$ cat src/rtl/ppsk_pkg.sv
// Package: shared widths, constants, register codes and item types of the projection block.
package ppsk_pkg;

    localparam int FRAC_BITS = 16;

    localparam int IN_W    = 32;
    localparam int LAYER_W = 16;
    localparam int CFG_W   = 31;
    localparam int W_W     = IN_W + 1;
    localparam int DEN_W   = IN_W;
    localparam int NUM_W   = 2 * CFG_W;
    localparam int KC_W    = 2 * IN_W + 1 - FRAC_BITS + 2;
    localparam int KLO_W   = KC_W / 2;
    localparam int KHI_W   = KC_W - KLO_W;
    localparam int MAG_W   = W_W;
    localparam int PP_W    = KHI_W + MAG_W;
    localparam int PROD_W  = KC_W + MAG_W;
    localparam int SP_W    = PROD_W + 1;
    localparam int SUM_W   = SP_W + 1;
    localparam int KEY_W   = 48;
    localparam int KEY_CALC_W = KEY_W + 4;

    localparam longint NEAR_PLANE = ((64'sd1 <<< FRAC_BITS) + 5) / 10;
    localparam logic [KC_W-1:0] K_CLAMP = KC_W'(1) << (KC_W - 1);

    localparam int FIFO_DEPTH = 4;
    localparam int FIFO_PTR_W = $clog2(FIFO_DEPTH);

    localparam int CFG_IDX_W = 3;
    localparam int CFG_DATA_W = 32;

    typedef enum logic [CFG_IDX_W-1:0] {
        REG_ORTHO_MODE,
        REG_PIXELS_PER_METER,
        REG_FOCAL_LENGTH,
        REG_CAMERA_HEIGHT,
        REG_CENTER_X,
        REG_CENTER_Y
    } cfg_idx_t;

    typedef struct packed {
        logic                    ortho_mode;
        logic [CFG_W-1:0]        pixels_per_meter;
        logic [CFG_W-1:0]        focal_length;
        logic signed [IN_W-1:0]  camera_height;
        logic signed [IN_W-1:0]  center_x;
        logic signed [IN_W-1:0]  center_y;
    } cfg_t;

    typedef struct packed {
        logic signed [W_W-1:0]   wx;
        logic signed [W_W-1:0]   wy;
        logic [DEN_W-1:0]        distance;
        logic                    vis;
        logic signed [KEY_W-1:0] depth_key;
    } rec_t;

endpackage

$ cat src/rtl/ppsk_fifo.sv
// Short queue of classified items between front end and back end.
module ppsk_fifo (
    input  logic            clk,
    input  logic            rst_n,
    input  logic            push,
    input  ppsk_pkg::rec_t  push_rec,
    input  logic            pop,
    output logic            full,
    output logic            empty,
    output ppsk_pkg::rec_t  head
);
    ppsk_pkg::rec_t                     mem_reg [0:ppsk_pkg::FIFO_DEPTH-1];
    logic [ppsk_pkg::FIFO_PTR_W-1:0]    wr_ptr_reg;
    logic [ppsk_pkg::FIFO_PTR_W-1:0]    rd_ptr_reg;
    logic [ppsk_pkg::FIFO_PTR_W:0]      count_reg;

    assign full  = (count_reg == (ppsk_pkg::FIFO_PTR_W+1)'(ppsk_pkg::FIFO_DEPTH));
    assign empty = (count_reg == '0);
    assign head  = mem_reg[rd_ptr_reg];

    always_ff @(posedge clk or negedge rst_n)
    begin
        if (!rst_n)
        begin
            wr_ptr_reg <= '0;
            rd_ptr_reg <= '0;
            count_reg  <= '0;
        end
        else
        begin
            if (push)
                wr_ptr_reg <= wr_ptr_reg + 1'b1;
            if (pop)
                rd_ptr_reg <= rd_ptr_reg + 1'b1;
            if (push && !pop)
                count_reg <= count_reg + 1'b1;
            else if (pop && !push)
                count_reg <= count_reg - 1'b1;
        end
    end

    always_ff @(posedge clk)
    begin
        if (push)
            mem_reg[wr_ptr_reg] <= push_rec;
    end
endmodule

$ cat config.mk
export PLATFORM = sky130hd
export DESIGN_NAME = ppsk_fifo
export DESIGN_NICKNAME = d
export VERILOG_FILES = /design/src/rtl/ppsk_pkg.sv /design/src/rtl/ppsk_fifo.sv
export SDC_FILE = /design/constraint.sdc
export NUM_CORES = 1
export LEC_CHECK = 0
export BUFFER_PORTS_ARGS = -buffer_cell sky130_fd_sc_hd__buf_2
export CELL_PAD_IN_SITES_DETAIL_PLACEMENT = 0
export CELL_PAD_IN_SITES_GLOBAL_PLACEMENT = 1
export CORE_MARGIN = 1
export CORE_UTILIZATION = 40
export DETAILED_ROUTE_END_ITERATION = 7
export PLACE_DENSITY_LB_ADDON = 0.25
export SLEW_MARGIN = 10
export SYNTH_ARGS = -nofsm -noshare
export SYNTH_HDL_FRONTEND = slang
export SYNTH_SLANG_ARGS = --single-unit
$ cat constraint.sdc
create_clock -name clk -period 6.5 [get_ports clk]
set_clock_uncertainty 0.15 [all_clocks]
set_input_delay 1.3 -clock clk [delete_from_list [all_inputs] [get_ports clk]]
set_output_delay 1.3 -clock clk [all_outputs]
set_load 0.05 [all_outputs]
# Yosys cells after proc, flatten, opt, wreduce, memory -nomap -nowiden
# Memories as Yosys holds them, arrays and structs flattened.
# Index checks and enable logic that the tools add are counted.
[totals] out_inout_bits=149 ff_bits=7 n_memories=1 ramBits=588
[op_classes] n_addsub=4 muxes=4 reduce_logical=6 eq_ne=1
[memory_table] memory="mem_reg" words=4 word_bits=147 read_ports=1 rd_clocked_by_memory_dff=0 write_ports=1 line="ppsk_fifo.sv:12" text="ppsk_pkg::rec_t mem_reg [0:ppsk_pkg::FIFO_DEPTH-1];"
[op_table] op="$mux W3" count=2
[op_table] op="$add A2 B1 Y2 const B" count=2
[op_table] op="$add A3 B1 Y3 const B" count=1
[op_table] op="$eq A3 B3 Y1 const B" count=1
[op_table] op="$logic_not A3 Y1" count=1
[op_table] op="$sub A3 B1 Y3 const B" count=1
[op_table] op="$logic_and A1 B1 Y1" count=2
[op_table] op="$logic_not A1 Y1" count=2
[op_table] op="$mux W1" count=2
[op_table] op="$reduce_bool A2 Y1" count=1

# Logic depth before layout (Yosys ltp)
[logic_depth] depth_word=4 depth_mapped=7 ltp_nobuf=7

# Least setup slack after synthesis
# OpenSTA, ideal clock, no wires.
[synth_timing] kind="input-to-reg" from="input port push" to="memory mem_reg[1][0] (netlist name), enable pin" slack_ns=1.170 path_buffers=0 arrival_ns=4.656 setup_time_ns=0.524 stages=1 cell_sequence="and2_1"
[synth_via] elab_chain_len=2
[synth_rtl] item="start: declaration" line="ppsk_fifo.sv:5" text="input logic push,"
[synth_rtl] item="$mux W1" line="ppsk_fifo.sv:44" text="if (push)"
[synth_rtl] item="$mux W1 (implied by the code)" line="ppsk_fifo.sv:45" text="mem_reg[wr_ptr_reg] <= push_rec;"
[synth_rtl] item="end: declaration" line="ppsk_fifo.sv:12"
# No other way between the ends.

==> flow_metrics.tcl <==
set metrics [dict create \
    status "finished clean" \
    grt_pass1_vias 10010 \
    syn_inst 802 \
    setup_slack_ns 2.048 \
    cts_hold_buf 0 \
    area_growth_pct 19.50 \
    antenna_found_initial 10 \
    ys_ff_latch 595 \
    yosys-top-cells-area "edfxtp_1 82%, mux4_2 15%, dfrtp_1 0.81%, buf_6 0.73%, buf_2 0.35%" \
    regArea_mm2 0.01784 \
    grt_first_pass_wirelength_um 61620 \
    reg2regPathDepth 4 \
    ys_types 20 \
    critPathCaptureType "output pin" \
    ys.warnings.count 0 \
    critPathKind "flip-flop to output pin" \
    drtIter0Drc 560 \
    fin_crit_sh 0.6849 \
    synth_top_cell_area_share 0.8171 \
    place.detailed.hpwl_um 23700 \
    ff2ff_setup_slack_ns 3.86 \
    track_usage 0.1528 \
    cp.required_ns 5.05 \
    maxSlewHeadroom 0.3387 \
    initial_core_util 0.4080 \
    drt-wirelength-per-cell_um 22.32 \
    h-tree-depth 2 \
    nNetsFinal 1301 \
    p_leak_nw 8.727 \
    avgSynthCellArea_um2 26.94 \
    worstMarginPinSlew_ns 0.9919 \
    peakVddDrop_v 0.0003904 \
    io_buffers 299 \
    slew_viol_final 0 \
    largest_reg_flops 588 \
    clockBufferDepth 3 \
    via_count 9497 \
    period_minus_slack_ns 4.452 \
    reg2reg_to "mem_reg[0][30]" \
    dr.pass1.iters 4 \
    die_y_um 234.4 \
    hold_viol_final 0 \
    finalSetupViolCount 0 \
    drv_cap 0 \
    cts_tree "yes" \
    yosys.area.top_type "edfxtp_1" \
    fillers 4358 \
    max_freq_mhz 224.6 \
    cts_sinks 595 \
    die-area_mm2 0.05496 \
    drive_above_1_share 0.4572 \
    viasPerCell 5.046 \
    cts_setup_buffers 0 \
    num_rows 84 \
    clk_transition_reported_paths_ns 0.06 \
    rsz0062_at_grt "no" \
    clockRootBuffer "clkbuf_16" \
    hold_path_depth 1 \
    gp_congestion 0.7021 \
    timing.setup.tns_ns 0 \
    timing.hold.ws_ns 0.3488 \
    fp.coreArea_mm2 0.05297 \
    crit_fanout 48 \
    post_cts_resized 0 \
    critical_path_arrival_ns 3.00 \
    hp-class "flip-flop to flip-flop" \
    routed_wl_um 42000 \
    hold_start "count_reg[2]" \
    cts_made_buffers 61 \
    io_pins 300 \
    synth_area_mm2 0.02161 \
    dp_slack_ns 2.538 \
    synth_seq_area_share 0.8252 \
    r2r-start "wr_ptr_reg[0]" \
    cellPowerDensity_mw_per_mm2 530.1 \
    startpoint_type "flip-flop" \
    grt_overflow 0 \
    ant_nets 0 \
    synth.net_count 959 \
    die_x_um 234.4 \
    post-route-drc-count 0 \
    grt_max_degree 93 \
    worstSkewPairLatency_ns 0.59 \
    multi_input_area_mm2 0.003521 \
    min_to "count_reg[2]" \
]
-- power by group --
| group | internal (W) | switching [W] | total [W] |
|---|---|---|---|
| registers | 0.00502 | 0.000231 | 0.00525 |
| logic | 0.00148 | 0.00363 | 0.00511 |
| clock network | 0.00198 | 0.00136 | 0.00333 |
-- cell families after synthesis --
family,after synthesis,synth area share
flops,595,0.8252
buf+inv,37,0.01233
simple gates,9,0.002258
xor+xnor,6,0.002432
compound gates,1,0.0002314
fa+ha+maj,6,0.003821
mux,148,0.1537
-- final cells by class --
| type | count | share of cell area |
|---|---|---|
| tap | 688 | 0.03333 |
| multi-input combinational | 170 | 0.1363 |
| inverter | 4 | 0.0005814 |
| clock inverter | 29 | 0.01114 |
| clock buffer | 82 | 0.06294 |
| sequential | 595 | 0.6908 |
| antenna | 2 | 0.0001938 |
| timing repair buffer | 312 | 0.06463 |
-- worst max-delay path by stage --
stage / from / end / slack, ns / depth (start not counted)
floorplan: push / mem_reg[1][0] / 1.17 / 1
global placement: rd_ptr_reg[0] / head[69] / 2.56 / 3
finish: rd_ptr_reg[0] / head[69] / 2.05 / 3
detailed placement: rd_ptr_reg[0] / head[69] / 2.54 / 3
global route: rd_ptr_reg[0] / head[69] / 1.81 / 3
CTS: rd_ptr_reg[0] / head[69] / 1.87 / 3
-- critical path, cell delays in order, from the launching register on --
cell     delay [ns]
dfrtp_4        1.07
buf_12         0.45
mux4_2         0.60
buf_2          0.24
-- Yosys cell counts (all sizes together) --
cell type / number
fa: 1
nor2: 1
mux4: 147
nand2: 2
and2: 4
nor3b: 1
dfrtp: 7
nor3: 1
xnor2: 2
buf: 31
xor2: 4
o21ai: 1
ha: 5
inv: 4
mux2: 1
edfxtp: 588
clkbuf: 2
-- cell usage in the layout, fill, tap and decap left out, drive strengths merged --
| cell | instances |
|---|---|
| inv | 4 |
| bufinv | 6 |
| ha | 5 |
| buf | 312 |
| clkinvlp | 2 |
| fa | 1 |
| o21ai | 1 |
| clkbuf | 82 |
| clkinv | 21 |
| diode | 2 |
| mux2 | 1 |
| dfrtp | 7 |
| edfxtp | 588 |
| xor2 | 4 |
| nor3 | 1 |
| nor3b | 1 |
| xnor2 | 2 |
| mux4 | 147 |
| nand2 | 2 |
| nor2 | 1 |
| and2 | 4 |
-- routing by layer --
layer	global-route usage	up-vias	wire (um)
met5	0	-	123
met4	0.04919	18	848
met3	0.04833	75	3109
met2	0.2398	241	20310
met1	0.2035	4993	17610
li1	-	4170	-
-- through the flow --
step                      area, um2  total power (W)  std cells  utilization
final                         25820          0.01369       1882       0.4875
after floorplan               21610         0.009423        802            -
after global routing          25820          0.01429       1881       0.4875
after CTS                     25820          0.01395       1880       0.4874
after detailed placement      23910          0.01058       1769       0.4513
after global placement        23910          0.01055       1769       0.4513
No activity file was read; power rests on OpenSTA's default activity.
